**config.mk**
```make
export PLATFORM = sky130hd
export DESIGN_NAME = arc4_stream_cipher
export DESIGN_NICKNAME = d
export VERILOG_FILES = /design/src/hw/rtl/arc4_pkg.sv /design/src/hw/rtl/arc4_stream_cipher.sv /design/src/hw/rtl/arc4_perm_ram.sv /design/src/hw/rtl/arc4_key_ram.sv /design/src/hw/rtl/arc4_out_buf.sv /design/src/hw/rtl/arc4_ctrl.sv
export SDC_FILE = /design/constraint.sdc
export NUM_CORES = 2
export LEC_CHECK = 0
export BUFFER_PORTS_ARGS = -buffer_cell sky130_fd_sc_hd__buf_2
export CAP_MARGIN = 20
export CORE_MARGIN = 2
export CORE_UTILIZATION = 50
export DETAILED_ROUTE_END_ITERATION = 6
export PLACE_DENSITY = 0.69
export SYNTH_ARGS = -nofsm -noshare
export SYNTH_HDL_FRONTEND = slang
export SYNTH_HIERARCHICAL = 1
export SYNTH_SLANG_ARGS = --single-unit
export TNS_END_PERCENT = 30
```
**constraint.sdc**
```tcl
create_clock -name clk -period 5.5 [get_ports clk]
set_input_delay 1.1 -clock clk [delete_from_list [all_inputs] [get_ports clk]]
set_output_delay 1.1 -clock clk [all_outputs]
set_load 0.02 [all_outputs]
```
**src/hw/rtl/arc4_pkg.sv**
```systemverilog
`timescale 1ns / 1ps

package arc4_pkg;

    // Permutation box geometry.
    localparam int BOX_SIZE = 256;
    localparam int BOX_AW   = 8;
    localparam int BYTE_W   = 8;

    // Key length register.
    localparam int             CFG_W         = 9;
    localparam logic [CFG_W-1:0] KEY_LEN_RESET = 9'd16;

    // Depth of the result buffer, and the width of a count up to it.
    localparam int OUT_DEPTH = 2;
    localparam int OUT_CW    = 2;

    // Item function codes.
    localparam logic [1:0] FN_LOAD_KEY = 2'd0;
    localparam logic [1:0] FN_SCHEDULE = 2'd1;
    localparam logic [1:0] FN_CRYPT    = 2'd2;

    // One access to the permutation memory, with its write and its read.
    typedef struct packed {
        logic              we;
        logic [BOX_AW-1:0] waddr;
        logic [BYTE_W-1:0] wdata;
        logic [BOX_AW-1:0] raddr;
    } perm_req_t;

    // A finished result on its way into the output buffer.
    typedef struct packed {
        logic              valid;
        logic [BYTE_W-1:0] data;
    } out_push_t;

endpackage

```
**src/hw/rtl/arc4_stream_cipher.sv**
```systemverilog
`timescale 1ns / 1ps

// RC4 stream cipher around a 256-byte permutation memory with one write port
// and one registered read port, plus a separate key memory. A key load item
// (func 0) is written at the accepting edge and the next item can follow in
// the next cycle unless every output buffer entry is promised. A crypt item
// (func 2) steps through ST_CR_RD_I, ST_CR_RD_J and ST_CR_RD_T for the three
// reads of the permutation memory (S[i], S[j], S[S[i]+S[j]]) that depend on
// one another; the next item can be taken in ST_CR_RD_T, and the result
// leaves through a two-entry output buffer. A key schedule item (func 1) with
// a nonzero key length holds off the next item through a start state, a sweep
// of all 256 entries writing the identity permutation, and 256 swap steps that
// read S[n] and S[acc] and write them back swapped. Crypting before any key
// schedule, or scheduling with unloaded key bytes, returns unspecified bytes.
module arc4_stream_cipher #(
    parameter int KEY_MAX = 256
) (
    input  logic                        clk,
    input  logic                        rst_n,
    input  logic                        in_valid,
    output logic                        in_stall,
    input  logic [1:0]                  func,
    input  logic [7:0]                  key_index,
    input  logic [arc4_pkg::BYTE_W-1:0] in_byte,
    output logic                        out_valid,
    input  logic                        out_stall,
    output logic [arc4_pkg::BYTE_W-1:0] out_byte,
    input  logic                        key_length_we,
    input  logic [arc4_pkg::CFG_W-1:0]  key_length
);
    import arc4_pkg::*;

    localparam int KW = (KEY_MAX > 1) ? $clog2(KEY_MAX) : 1;

    logic [CFG_W-1:0]  key_length_reg;
    perm_req_t         perm_req;
    logic [BYTE_W-1:0] perm_rdata;
    logic              key_we;
    logic [KW-1:0]     key_waddr;
    logic [BYTE_W-1:0] key_wdata;
    logic [KW-1:0]     key_raddr;
    logic [BYTE_W-1:0] key_rdata;
    out_push_t         out_push;
    logic              out_pop;

    assign out_pop = out_valid && !out_stall;

    // Key length register.
    always_ff @(posedge clk or negedge rst_n)
    begin
        if (!rst_n)
        begin
            key_length_reg <= KEY_LEN_RESET;
        end
        else if (key_length_we)
        begin
            key_length_reg <= key_length;
        end
    end

    arc4_ctrl #(
        .KEY_MAX (KEY_MAX),
        .KW      (KW)
    ) u_ctrl (
        .clk        (clk),
        .rst_n      (rst_n),
        .in_valid   (in_valid),
        .in_stall   (in_stall),
        .func       (func),
        .key_index  (key_index),
        .in_byte    (in_byte),
        .key_length (key_length_reg),
        .perm_req   (perm_req),
        .perm_rdata (perm_rdata),
        .key_we     (key_we),
        .key_waddr  (key_waddr),
        .key_wdata  (key_wdata),
        .key_raddr  (key_raddr),
        .key_rdata  (key_rdata),
        .out_push   (out_push),
        .out_pop    (out_pop)
    );

    arc4_perm_ram u_perm_ram (
        .clk   (clk),
        .req   (perm_req),
        .rdata (perm_rdata)
    );

    arc4_key_ram #(
        .DEPTH (KEY_MAX),
        .AW    (KW)
    ) u_key_ram (
        .clk   (clk),
        .we    (key_we),
        .waddr (key_waddr),
        .wdata (key_wdata),
        .raddr (key_raddr),
        .rdata (key_rdata)
    );

    arc4_out_buf u_out_buf (
        .clk       (clk),
        .rst_n     (rst_n),
        .push      (out_push),
        .out_stall (out_stall),
        .out_valid (out_valid),
        .out_byte  (out_byte)
    );

endmodule

```
**src/hw/rtl/arc4_perm_ram.sv**
```systemverilog
`timescale 1ns / 1ps

module arc4_perm_ram (
    input  logic                                clk,
    input  arc4_pkg::perm_req_t                 req,
    output logic [arc4_pkg::BYTE_W-1:0]         rdata
);
    import arc4_pkg::*;

    logic [BYTE_W-1:0] mem [BOX_SIZE];
    logic [BYTE_W-1:0] rdata_reg;

    // One write port and one registered read port.
    always_ff @(posedge clk)
    begin
        if (req.we)
        begin
            mem[req.waddr] <= req.wdata;
        end
        rdata_reg <= mem[req.raddr];
    end

    assign rdata = rdata_reg;

endmodule

```
**src/hw/rtl/arc4_key_ram.sv**
```systemverilog
`timescale 1ns / 1ps

module arc4_key_ram #(
    parameter int DEPTH = 256,
    parameter int AW    = 8
) (
    input  logic                        clk,
    input  logic                        we,
    input  logic [AW-1:0]               waddr,
    input  logic [arc4_pkg::BYTE_W-1:0] wdata,
    input  logic [AW-1:0]               raddr,
    output logic [arc4_pkg::BYTE_W-1:0] rdata
);
    import arc4_pkg::*;

    logic [BYTE_W-1:0] mem [DEPTH];
    logic [BYTE_W-1:0] rdata_reg;

    // Key bytes are written by load items and read by the key schedule.
    always_ff @(posedge clk)
    begin
        if (we)
        begin
            mem[waddr] <= wdata;
        end
        rdata_reg <= mem[raddr];
    end

    assign rdata = rdata_reg;

endmodule

```
**src/hw/rtl/arc4_out_buf.sv**
```systemverilog
`timescale 1ns / 1ps

module arc4_out_buf (
    input  logic                        clk,
    input  logic                        rst_n,
    input  arc4_pkg::out_push_t         push,
    input  logic                        out_stall,
    output logic                        out_valid,
    output logic [arc4_pkg::BYTE_W-1:0] out_byte
);
    import arc4_pkg::*;

    logic [BYTE_W-1:0] ent0_reg;
    logic [BYTE_W-1:0] ent1_reg;
    logic [BYTE_W-1:0] ent0_next;
    logic [BYTE_W-1:0] ent1_next;
    logic [OUT_CW-1:0] count_reg;
    logic [OUT_CW-1:0] count_next;
    logic [OUT_CW-1:0] left;
    logic              pop;

    assign out_valid = (count_reg != '0);
    assign out_byte  = ent0_reg;
    assign pop       = out_valid && !out_stall;

    // Shift on a pop, then place a new item behind what is left.
    always_comb
    begin
        left      = count_reg - OUT_CW'(pop);
        ent0_next = pop ? ent1_reg : ent0_reg;
        ent1_next = ent1_reg;
        if (push.valid)
        begin
            if (left == '0)
            begin
                ent0_next = push.data;
            end
            else
            begin
                ent1_next = push.data;
            end
        end
        count_next = left + OUT_CW'(push.valid);
    end

    always_ff @(posedge clk or negedge rst_n)
    begin
        if (!rst_n)
        begin
            count_reg <= '0;
        end
        else
        begin
            count_reg <= count_next;
        end
    end

    always_ff @(posedge clk)
    begin
        ent0_reg <= ent0_next;
        ent1_reg <= ent1_next;
    end

endmodule

```
**src/hw/rtl/arc4_ctrl.sv**
```systemverilog
`timescale 1ns / 1ps

module arc4_ctrl #(
    parameter int KEY_MAX = 256,
    parameter int KW      = 8
) (
    input  logic                        clk,
    input  logic                        rst_n,
    input  logic                        in_valid,
    output logic                        in_stall,
    input  logic [1:0]                  func,
    input  logic [7:0]                  key_index,
    input  logic [arc4_pkg::BYTE_W-1:0] in_byte,
    input  logic [arc4_pkg::CFG_W-1:0]  key_length,
    output arc4_pkg::perm_req_t         perm_req,
    input  logic [arc4_pkg::BYTE_W-1:0] perm_rdata,
    output logic                        key_we,
    output logic [KW-1:0]               key_waddr,
    output logic [arc4_pkg::BYTE_W-1:0] key_wdata,
    output logic [KW-1:0]               key_raddr,
    input  logic [arc4_pkg::BYTE_W-1:0] key_rdata,
    output arc4_pkg::out_push_t         out_push,
    input  logic                        out_pop
);
    import arc4_pkg::*;

    typedef enum logic [9:0] {
        ST_IDLE    = 10'b00_0000_0001,
        ST_CR_RD_I = 10'b00_0000_0010,
        ST_CR_RD_J = 10'b00_0000_0100,
        ST_CR_RD_T = 10'b00_0000_1000,
        ST_KS_START = 10'b00_0001_0000,
        ST_KS_INIT = 10'b00_0010_0000,
        ST_KS_RD_N = 10'b00_0100_0000,
        ST_KS_RD_ACC = 10'b00_1000_0000,
        ST_KS_WR_N = 10'b01_0000_0000,
        ST_KS_WR_ACC = 10'b10_0000_0000
    } state_t;

    typedef enum logic [1:0] {
        FWD_RAM,
        FWD_A,
        FWD_B
    } fwd_t;

    localparam logic [BOX_AW-1:0] LAST_N = BOX_AW'(BOX_SIZE - 1);

    state_t            state_reg;
    state_t            state_next;
    state_t            dispatch;

    logic [BOX_AW-1:0] i_reg;
    logic [BOX_AW-1:0] j_reg;
    logic [BYTE_W-1:0] a_reg;
    logic [BYTE_W-1:0] data_reg;
    logic [BYTE_W-1:0] cap_data_reg;
    logic              post_reg;
    logic [BOX_AW-1:0] pw_addr_reg;
    logic [BYTE_W-1:0] pw_data_reg;
    fwd_t              fwd_reg;
    fwd_t              fwd_sel;
    logic [OUT_CW-1:0] promised_reg;

    logic [BOX_AW-1:0] n_reg;
    logic [BYTE_W-1:0] acc_reg;
    logic [BYTE_W-1:0] held_reg;
    logic [KW-1:0]     kpos_reg;

    logic              accept;
    logic              key_in_range;
    logic [CFG_W-1:0]  key_len_eff;
    logic [CFG_W-1:0]  kpos_inc;
    logic [KW-1:0]     kpos_next;
    logic [BOX_AW-1:0] j_new;
    logic [BOX_AW-1:0] t_addr;
    logic [BYTE_W-1:0] acc_new;
    logic [BYTE_W-1:0] t_byte;

    // Items are taken while idle or in the last issue cycle of a crypt item,
    // as long as the output buffer can hold every promised result.
    assign in_stall = !(((state_reg == ST_IDLE) || (state_reg == ST_CR_RD_T))
                        && (promised_reg < OUT_CW'(OUT_DEPTH)));
    assign accept   = in_valid && !in_stall;

    // Key loads with an index below KEY_MAX go straight into the key memory at the accepting edge.
    assign key_in_range = ({1'b0, key_index} < CFG_W'(KEY_MAX));
    assign key_we       = accept && (func == FN_LOAD_KEY) && key_in_range;
    assign key_waddr    = key_index[KW-1:0];
    assign key_wdata    = in_byte;
    assign key_raddr    = kpos_reg;

    // Key length saturates at the key store depth.
    assign key_len_eff = (key_length > CFG_W'(KEY_MAX)) ? CFG_W'(KEY_MAX) : key_length;
    assign kpos_inc    = CFG_W'(kpos_reg) + CFG_W'(1);
    assign kpos_next   = (kpos_inc == key_len_eff) ? '0 : kpos_inc[KW-1:0];

    // Address arithmetic of the crypt and schedule steps.
    assign j_new   = j_reg + perm_rdata;
    assign t_addr  = a_reg + perm_rdata;
    assign acc_new = acc_reg + key_rdata + perm_rdata;

    // The output byte index may hit one of the two entries that are being
    // swapped; the swapped values are taken from registers then.
    always_comb
    begin
        if (t_addr == i_reg)
        begin
            fwd_sel = FWD_B;
        end
        else if (t_addr == j_reg)
        begin
            fwd_sel = FWD_A;
        end
        else
        begin
            fwd_sel = FWD_RAM;
        end
    end

    always_comb
    begin
        case (fwd_reg)
            FWD_A:   t_byte = a_reg;
            FWD_B:   t_byte = pw_data_reg;
            default: t_byte = perm_rdata;
        endcase
    end

    assign out_push.valid = post_reg;
    assign out_push.data  = cap_data_reg ^ t_byte;

    // Next state for a newly accepted item.
    always_comb
    begin
        if (func == FN_CRYPT)
        begin
            dispatch = ST_CR_RD_I;
        end
        else if ((func == FN_SCHEDULE) && (key_length != '0))
        begin
            dispatch = ST_KS_START;
        end
        else
        begin
            dispatch = ST_IDLE;
        end
    end

    // Sequencer.
    always_comb
    begin
        state_next = state_reg;
        case (state_reg)
            ST_IDLE:
            begin
                if (accept)
                begin
                    state_next = dispatch;
                end
            end
            ST_CR_RD_I:   state_next = ST_CR_RD_J;
            ST_CR_RD_J:   state_next = ST_CR_RD_T;
            ST_CR_RD_T:   state_next = accept ? dispatch : ST_IDLE;
            ST_KS_START:  state_next = ST_KS_INIT;
            ST_KS_INIT:
            begin
                if (n_reg == LAST_N)
                begin
                    state_next = ST_KS_RD_N;
                end
            end
            ST_KS_RD_N:   state_next = ST_KS_RD_ACC;
            ST_KS_RD_ACC: state_next = ST_KS_WR_N;
            ST_KS_WR_N:   state_next = ST_KS_WR_ACC;
            ST_KS_WR_ACC: state_next = (n_reg == LAST_N) ? ST_IDLE : ST_KS_RD_N;
            default:      state_next = ST_IDLE;
        endcase
    end

    // Permutation memory port. The deferred write of S[i] from a crypt item
    // lands in the cycle after its last issue cycle, which never writes.
    always_comb
    begin
        perm_req.we    = 1'b0;
        perm_req.waddr = '0;
        perm_req.wdata = '0;
        perm_req.raddr = i_reg;
        case (state_reg)
            ST_CR_RD_J:
            begin
                perm_req.raddr = j_new;
            end
            ST_CR_RD_T:
            begin
                perm_req.we    = 1'b1;
                perm_req.waddr = j_reg;
                perm_req.wdata = a_reg;
                perm_req.raddr = t_addr;
            end
            ST_KS_INIT:
            begin
                perm_req.we    = 1'b1;
                perm_req.waddr = n_reg;
                perm_req.wdata = n_reg;
            end
            ST_KS_RD_N:
            begin
                perm_req.raddr = n_reg;
            end
            ST_KS_RD_ACC:
            begin
                perm_req.raddr = acc_new;
            end
            ST_KS_WR_N:
            begin
                perm_req.we    = 1'b1;
                perm_req.waddr = n_reg;
                perm_req.wdata = perm_rdata;
            end
            ST_KS_WR_ACC:
            begin
                perm_req.we    = 1'b1;
                perm_req.waddr = acc_reg;
                perm_req.wdata = held_reg;
            end
            default:
            begin
                perm_req.raddr = i_reg;
            end
        endcase
        if (post_reg)
        begin
            perm_req.we    = 1'b1;
            perm_req.waddr = pw_addr_reg;
            perm_req.wdata = pw_data_reg;
        end
    end

    // Control state, indices and counters.
    always_ff @(posedge clk or negedge rst_n)
    begin
        if (!rst_n)
        begin
            state_reg    <= ST_IDLE;
            i_reg        <= BOX_AW'(1);
            j_reg        <= '0;
            post_reg     <= 1'b0;
            promised_reg <= '0;
            n_reg        <= '0;
            acc_reg      <= '0;
            kpos_reg     <= '0;
        end
        else
        begin
            state_reg    <= state_next;
            post_reg     <= (state_reg == ST_CR_RD_T);
            promised_reg <= promised_reg
                            + OUT_CW'(accept && (func == FN_CRYPT))
                            - OUT_CW'(out_pop);
            case (state_reg)
                ST_CR_RD_J:
                begin
                    j_reg <= j_new;
                end
                ST_CR_RD_T:
                begin
                    i_reg <= i_reg + BOX_AW'(1);
                end
                ST_KS_START:
                begin
                    n_reg <= '0;
                end
                ST_KS_INIT:
                begin
                    n_reg <= n_reg + BOX_AW'(1);
                    if (n_reg == LAST_N)
                    begin
                        acc_reg  <= '0;
                        kpos_reg <= '0;
                    end
                end
                ST_KS_RD_ACC:
                begin
                    acc_reg  <= acc_new;
                    kpos_reg <= kpos_next;
                end
                ST_KS_WR_ACC:
                begin
                    n_reg <= n_reg + BOX_AW'(1);
                    if (n_reg == LAST_N)
                    begin
                        i_reg <= BOX_AW'(1);
                        j_reg <= '0;
                    end
                end
                default:
                begin
                    n_reg <= n_reg;
                end
            endcase
        end
    end

    // Payload registers of the crypt and schedule steps.
    always_ff @(posedge clk)
    begin
        if (accept)
        begin
            data_reg <= in_byte;
        end
        if (state_reg == ST_CR_RD_J)
        begin
            a_reg <= perm_rdata;
        end
        if (state_reg == ST_CR_RD_T)
        begin
            pw_addr_reg  <= i_reg;
            pw_data_reg  <= perm_rdata;
            fwd_reg      <= fwd_sel;
            cap_data_reg <= data_reg;
        end
        if (state_reg == ST_KS_RD_ACC)
        begin
            held_reg <= perm_rdata;
        end
    end

endmodule

```
# Yosys cells after proc, flatten, opt, wreduce, memory -nomap -nowiden
# Memories as Yosys holds them, arrays and structs flattened. A register that Yosys moved wholly into a read port is not among the register bits.
# Index checks and enable logic that the tools add are counted.
word_totals:
  regBits: 130
  mem_bits_rw: 4096
  elab_cells: 108
  mem_count: 2
  in_bits: 32
mem_list:
  columns: ["memory", "depth", "width", "rd", "rd_ports_with_merged_regs", "write_ports", "line_no", "text"]
  rows:
  - ["u_key_ram.mem", 256, 8, 1, 1, 1, "arc4_key_ram.sv:16", "logic [BYTE_W-1:0] mem [DEPTH];"]
  - ["u_perm_ram.mem", 256, 8, 1, 1, 1, "arc4_perm_ram.sv:10", "logic [BYTE_W-1:0] mem [BOX_SIZE];"]
classes:
  muxes: 28
  n_reduce_logical: 23
  n_eq_ne: 21
  magnitude_cmp: 2
  n_addsub: 11
  n_bitwise: 2
ops:
  columns: ["operator", "count"]
  rows:
  - ["10-bit one-hot mux with 10 select lines", 1]
  - ["8-bit one-hot mux with 2 select lines", 6]
  - ["17-bit one-hot mux with 4 select lines", 1]
  - ["8-bit two-way mux", 6]
  - ["10-bit two-way mux", 4]
  - ["8-bit adder", 4]
  - ["8-bit one-hot mux with 4 select lines", 1]
  - ["17-bit two-way mux", 1]
  - ["8-bit by 1-bit adder with 8-bit output (second input constant)", 2]
  - ["8-bit == test", 2]
  - ["10-bit by 1-bit == test with 1-bit output (second input constant)", 1]
  - ["10-bit == test (second input constant)", 1]
  - ["10-bit by 2-bit == test with 1-bit output (second input constant)", 1]
  - ["10-bit by 3-bit == test with 1-bit output (second input constant)", 1]
  - ["10-bit by 4-bit == test with 1-bit output (second input constant)", 1]
  - ["10-bit by 5-bit == test with 1-bit output (second input constant)", 1]
  - ["10-bit by 6-bit == test with 1-bit output (second input constant)", 1]
  - ["10-bit by 7-bit == test with 1-bit output (second input constant)", 1]
  - ["10-bit by 8-bit == test with 1-bit output (second input constant)", 1]
  - ["10-bit by 9-bit == test with 1-bit output (second input constant)", 1]
  - ["2-bit AND reduction", 5]
  - ["2-bit nonzero test", 5]
  - ["8-bit by 1-bit adder with 9-bit output (second input constant)", 1]
  - ["9-bit == test", 1]
  - ["other kinds (20)", 37]

# Depth between registers and ports, before layout
depth:
  word_depth: 7
  mapped_depth: 18

# Cells and area by module
# The synthesis kept the hierarchy.
modules_own_cells:
  columns: ["mod", "n_inst", "cells_each", "area_each_um2"]
  rows:
  - ["arc4_key_ram", 1, 3733, 79556.3]
  - ["arc4_perm_ram", 1, 3733, 79556.3]
  - ["arc4_ctrl", 1, 656, 6737.7]
  - ["arc4_out_buf", 1, 58, 733.2]
  - ["arc4_stream_cipher", 1, 20, 379.1]

# Least setup slack after synthesis
# Ideal clock, no wire load.
synth_timing:
  path_kind: "register to register"
  startpoint: "register u_ctrl.state_reg[4]"
  endpoint: "memory u_perm_ram.mem[0][7] (data pin)"
  n_path_buf: 2
  arrival_time_ps: 3719
  slack_ps: 1226
  path_stages_with_launch: 8
  period_less_slack_ps: 4274
  cell_sequence: "dfrtp_1 > buf_4 > or4b_4 > nor4b_4 > buf_2 > a222oi_1 > nand2_1 > mux2_2"
synth_rtl:
  columns: ["item", "line_no", "text"]
  rows:
  - ["start: declaration", "arc4_ctrl.sv:48", "state_t state_reg;"]
  - ["start signal: assignment", "arc4_ctrl.sv:255", "state_reg <= state_next;"]
  - ["end: declaration", "arc4_perm_ram.sv:10", null]

==> qor.csv <==
metric;value;unit
Critical Path Source;u_ctrl/state_reg[4]$_DFFE_PN0P_;
via density per instance;6.41;
design area;189000;um2
largest family of logic cells by synthesized area;multiplexers;
fill count;23939;
CTS tree;built;
largest net degree at the start of global routing;177;
ys flop type;edfxtp_1;
Synth Register Bits;4242;
DR WL/cell;31.2;um
Final Hold Fails;0;
Required @ worst endpoint;6.26;ns
grt ovf;0;
VDD IR max;0.354;mV
Tightest Pin Transition;1.23;ns
sequential fraction of the synthesis area;76.0;%
Design Power;68.1;mW
clock latency on the worst-skew pair;0.95;ns
Via Count;86894;
cell taking the most area after synthesis;edfxtp_1;
RSZ-0062 raised after global routing;false;
post-DP HPWL;269000;um
adder-cell share of the synthesized area;0.330;%
post-route ant nets;0;
Syn Area/Cell;20.4;um2
hold-fix buffers at CTS;0;
gpl congestion;0.961;
Core Rows;212;
Slew HR;17.4;%
Slew Limit Fails;0;
r2r endpoint;u_perm_ram/rdata[0]$_DFF_P_;
Synth Area in Simple Gates;3.22;%
clock skew;0.0847;ns
max-cap viol count;0;
core area;333000;um2
port bufs;41;
vias in the first global route;85790;
count of final setup violators;0;
cell count after synthesis;8200;
first-pass GRT wire length;610000;um
reg2reg path depth;12;
Netlist Area Pre-Place;167000;um2
Longest Clk Path Bufs;4;
drt pass-1 iters;7;
most frequent cells in the layout;4154 x edfxtp_1, 908 x mux4_2, 603 x buf_4, 591 x nor2_1, 417 x clkbuf_16;
# DRC;0;
io pins;42;
post-synthesis mux area share;14.1;%
Synth area leaders;edfxtp_1 75%, mux4_2 12%, mux2i_1 1.7%;
Final min period;5.43;ns
GRT Util Overall;24.7;%
post-synthesis compound-gate area fraction;3.97;%
DIE HEIGHT;582;um
Mapped Nets;8270;
post-CTS setup buffer count;0;
crit-path max FO;25;
startpoint types;flop;
DRT iter0 DRCs;12108;
Initial Utilization;50.2;%
Worst R2R Start;u_ctrl/state_reg[4]$_DFFE_PN0P_;
crit path capture;u_perm_ram/rdata[0]$_DFF_P_;
CTS buffer count;412;
commonest non-fill, non-tap cell in the layout;edfxtp_1;
Max Freq;0.184;GHz
clock-pin transition on the worst setup and hold timing paths;0.06;ns
FFs w/ async S/R, synth;1.51;%
Pleak;55.0;nW
WS Path Type;flop to flop;
Area after DPL;175000;um2
Final Cycle Share;98.8;%
share of layout cells above drive strength 1;25.1;%
Crit. End Element;flop;
Sink Count;4242;
status;complete, no violations;
antenna violations before repair;23;
Synth Area in XOR/XNOR;0.382;%
H-tree levels;5;
routed wire length;423000;um
hold crit path type;primary input to asynchronous set/reset pin;
synth warn;6;
Die Width;582;um
number of flops mapped to enable cells by yosys;4154;
PwrDens;360;nW/um2
CP arrival;6.20;ns
Yosys cell types;99;
Layout area overhead;13.2;%
full die area;339000;um2
Yosys top cell area share;74.7;%
NumNets Final;8869;
r2r setup slk;0.07;ns
Root Driver;clkbuf_16;
worst min-delay path by stage:
| stage | from | endpoint | slack, ns |
|---|---|---|---|
| floorplan | u_ctrl/data_reg[0]$_DFFE_PP_ | u_ctrl/cap_data_reg[0]$_DFFE_PN_ | 0.40 |
| global placement | u_ctrl/data_reg[3]$_DFFE_PP_ | u_ctrl/cap_data_reg[3]$_DFFE_PN_ | 0.41 |
| detailed placement | u_ctrl/data_reg[0]$_DFFE_PP_ | u_ctrl/cap_data_reg[0]$_DFFE_PN_ | 0.41 |
| CTS | rst_n | u_ctrl/state_reg[2]$_DFFE_PN0P_ | 0.28 |
| global route | rst_n | u_out_buf/count_reg[1]$_DFF_PN0_ | 0.36 |
| finish | rst_n | u_out_buf/count_reg[0]$_DFF_PN0_ | 0.30 |
area by class of cell:
class / instances / area, um2 / share of cell area [%]
Clock buffer: 515 / 10900 / 5.75
Clock inverter: 255 / 2600 / 1.38
Inverter: 33 / 136 / 0.0721
Tap cell: 4387 / 5490 / 2.90
Sequential cell: 4242 / 127000 / 67.1
Timing Repair Buffer: 704 / 5970 / 3.16
Antenna cell: 7 / 17.5 / 0.00927
Multi-Input combinational cell: 3406 / 37100 / 19.6
cells in the mapped netlist, types with 9 or more instances:
| cell type | instances |
|---|---|
| nor2b_1 | 73 |
| a221oi_1 | 26 |
| xnor2_1 | 35 |
| o221ai_1 | 92 |
| o211ai_1 | 22 |
| buf_4 | 75 |
| clkbuf_1 | 237 |
| nand2_1 | 158 |
| o22ai_1 | 57 |
| nand2b_1 | 23 |
| xor2_1 | 25 |
| mux4_2 | 908 |
| nand4_1 | 25 |
| o22a_1 | 10 |
| a21o_1 | 12 |
| mux2_2 | 10 |
| a222oi_1 | 18 |
| o21ai_1 | 16 |
| dfxtp_1 | 24 |
| and2_1 | 17 |
| buf_1 | 47 |
| buf_6 | 48 |
| and3_1 | 11 |
| or2_2 | 11 |
| a22o_1 | 22 |
| a22oi_1 | 283 |
| mux2_4 | 9 |
| a211oi_1 | 44 |
| o21ai_0 | 41 |
| buf_12 | 16 |
| nor2_1 | 597 |
| mux2i_1 | 278 |
| ha_1 | 28 |
| nand3_1 | 82 |
| inv_1 | 30 |
| buf_2 | 69 |
| a21oi_1 | 209 |
| buf_8 | 26 |
| a31oi_1 | 9 |
| dfrtp_1 | 61 |
| nor3_1 | 65 |
| nor4_1 | 53 |
| fa_1 | 10 |
| edfxtp_1 | 4154 |
logic make-up (layout without fill, tap and decap cells):
logic type               after synthesis  count (layout)
multiplexers                        1209            1209
AND/OR/NAND/NOR                     1163            1163
adder cells (fa/ha/maj)               38              38
other                                  0               7
AO/OA/AOI/OAI                        931             931
buffers and inverters                552            1507
flip-flops                          4242            4242
XOR/XNOR                              65              65
through the flow:
step                      utilization, %  setup TNS [ns]  hold slack (ns)  std cells  setup slack (ns)
after floorplan                        -               0            0.400       8200              1.23
after global placement              52.7           -1.09            0.410      12768            -0.585
final                               56.8               0            0.305      13549            0.0673
after global routing                56.8               0            0.363      13544            0.0517
after detailed placement            52.7          -0.295            0.409      12769            -0.174
after CTS                           56.8               0            0.276      13539            0.0380
worst max-delay path, stage by stage, from the launching register on:
cell      delay, ns
dfrtp_1        0.51
or4_4          0.58
or4_1          0.69
nor3_1         0.33
a211oi_1       0.09
o211ai_1       0.40
buf_12         0.32
nor2b_4        0.39
buf_4          0.28
a22oi_1        0.17
a21oi_1        0.48
nor3_1         0.21
nor4_2         0.79
where the power goes:
part	total (mW)	leakage (nW)	switching, mW	internal (mW)
Sequential	35.5	35.7	0.119	35.4
Combinational	4.56	12.7	2.55	2.01
Clock	28.1	6.54	11.9	16.1
Total	68.1	55.0	14.6	53.5
layer usage:
metal  track usage (%)  wire length, um  vias up
li1                  -                -    35291
met1              35.6           164000    45566
met2              37.6           195000     5171
met3              5.61            48200      858
met4              8.12            15300        8
met5                 0               55        -
timing repair:
action	CTS	global route
resized for setup	4	3
endpoints found under the setup margin	2	3
gates cloned	0	0
pin swaps	0	0
Power figures use the tool's default switching activity.
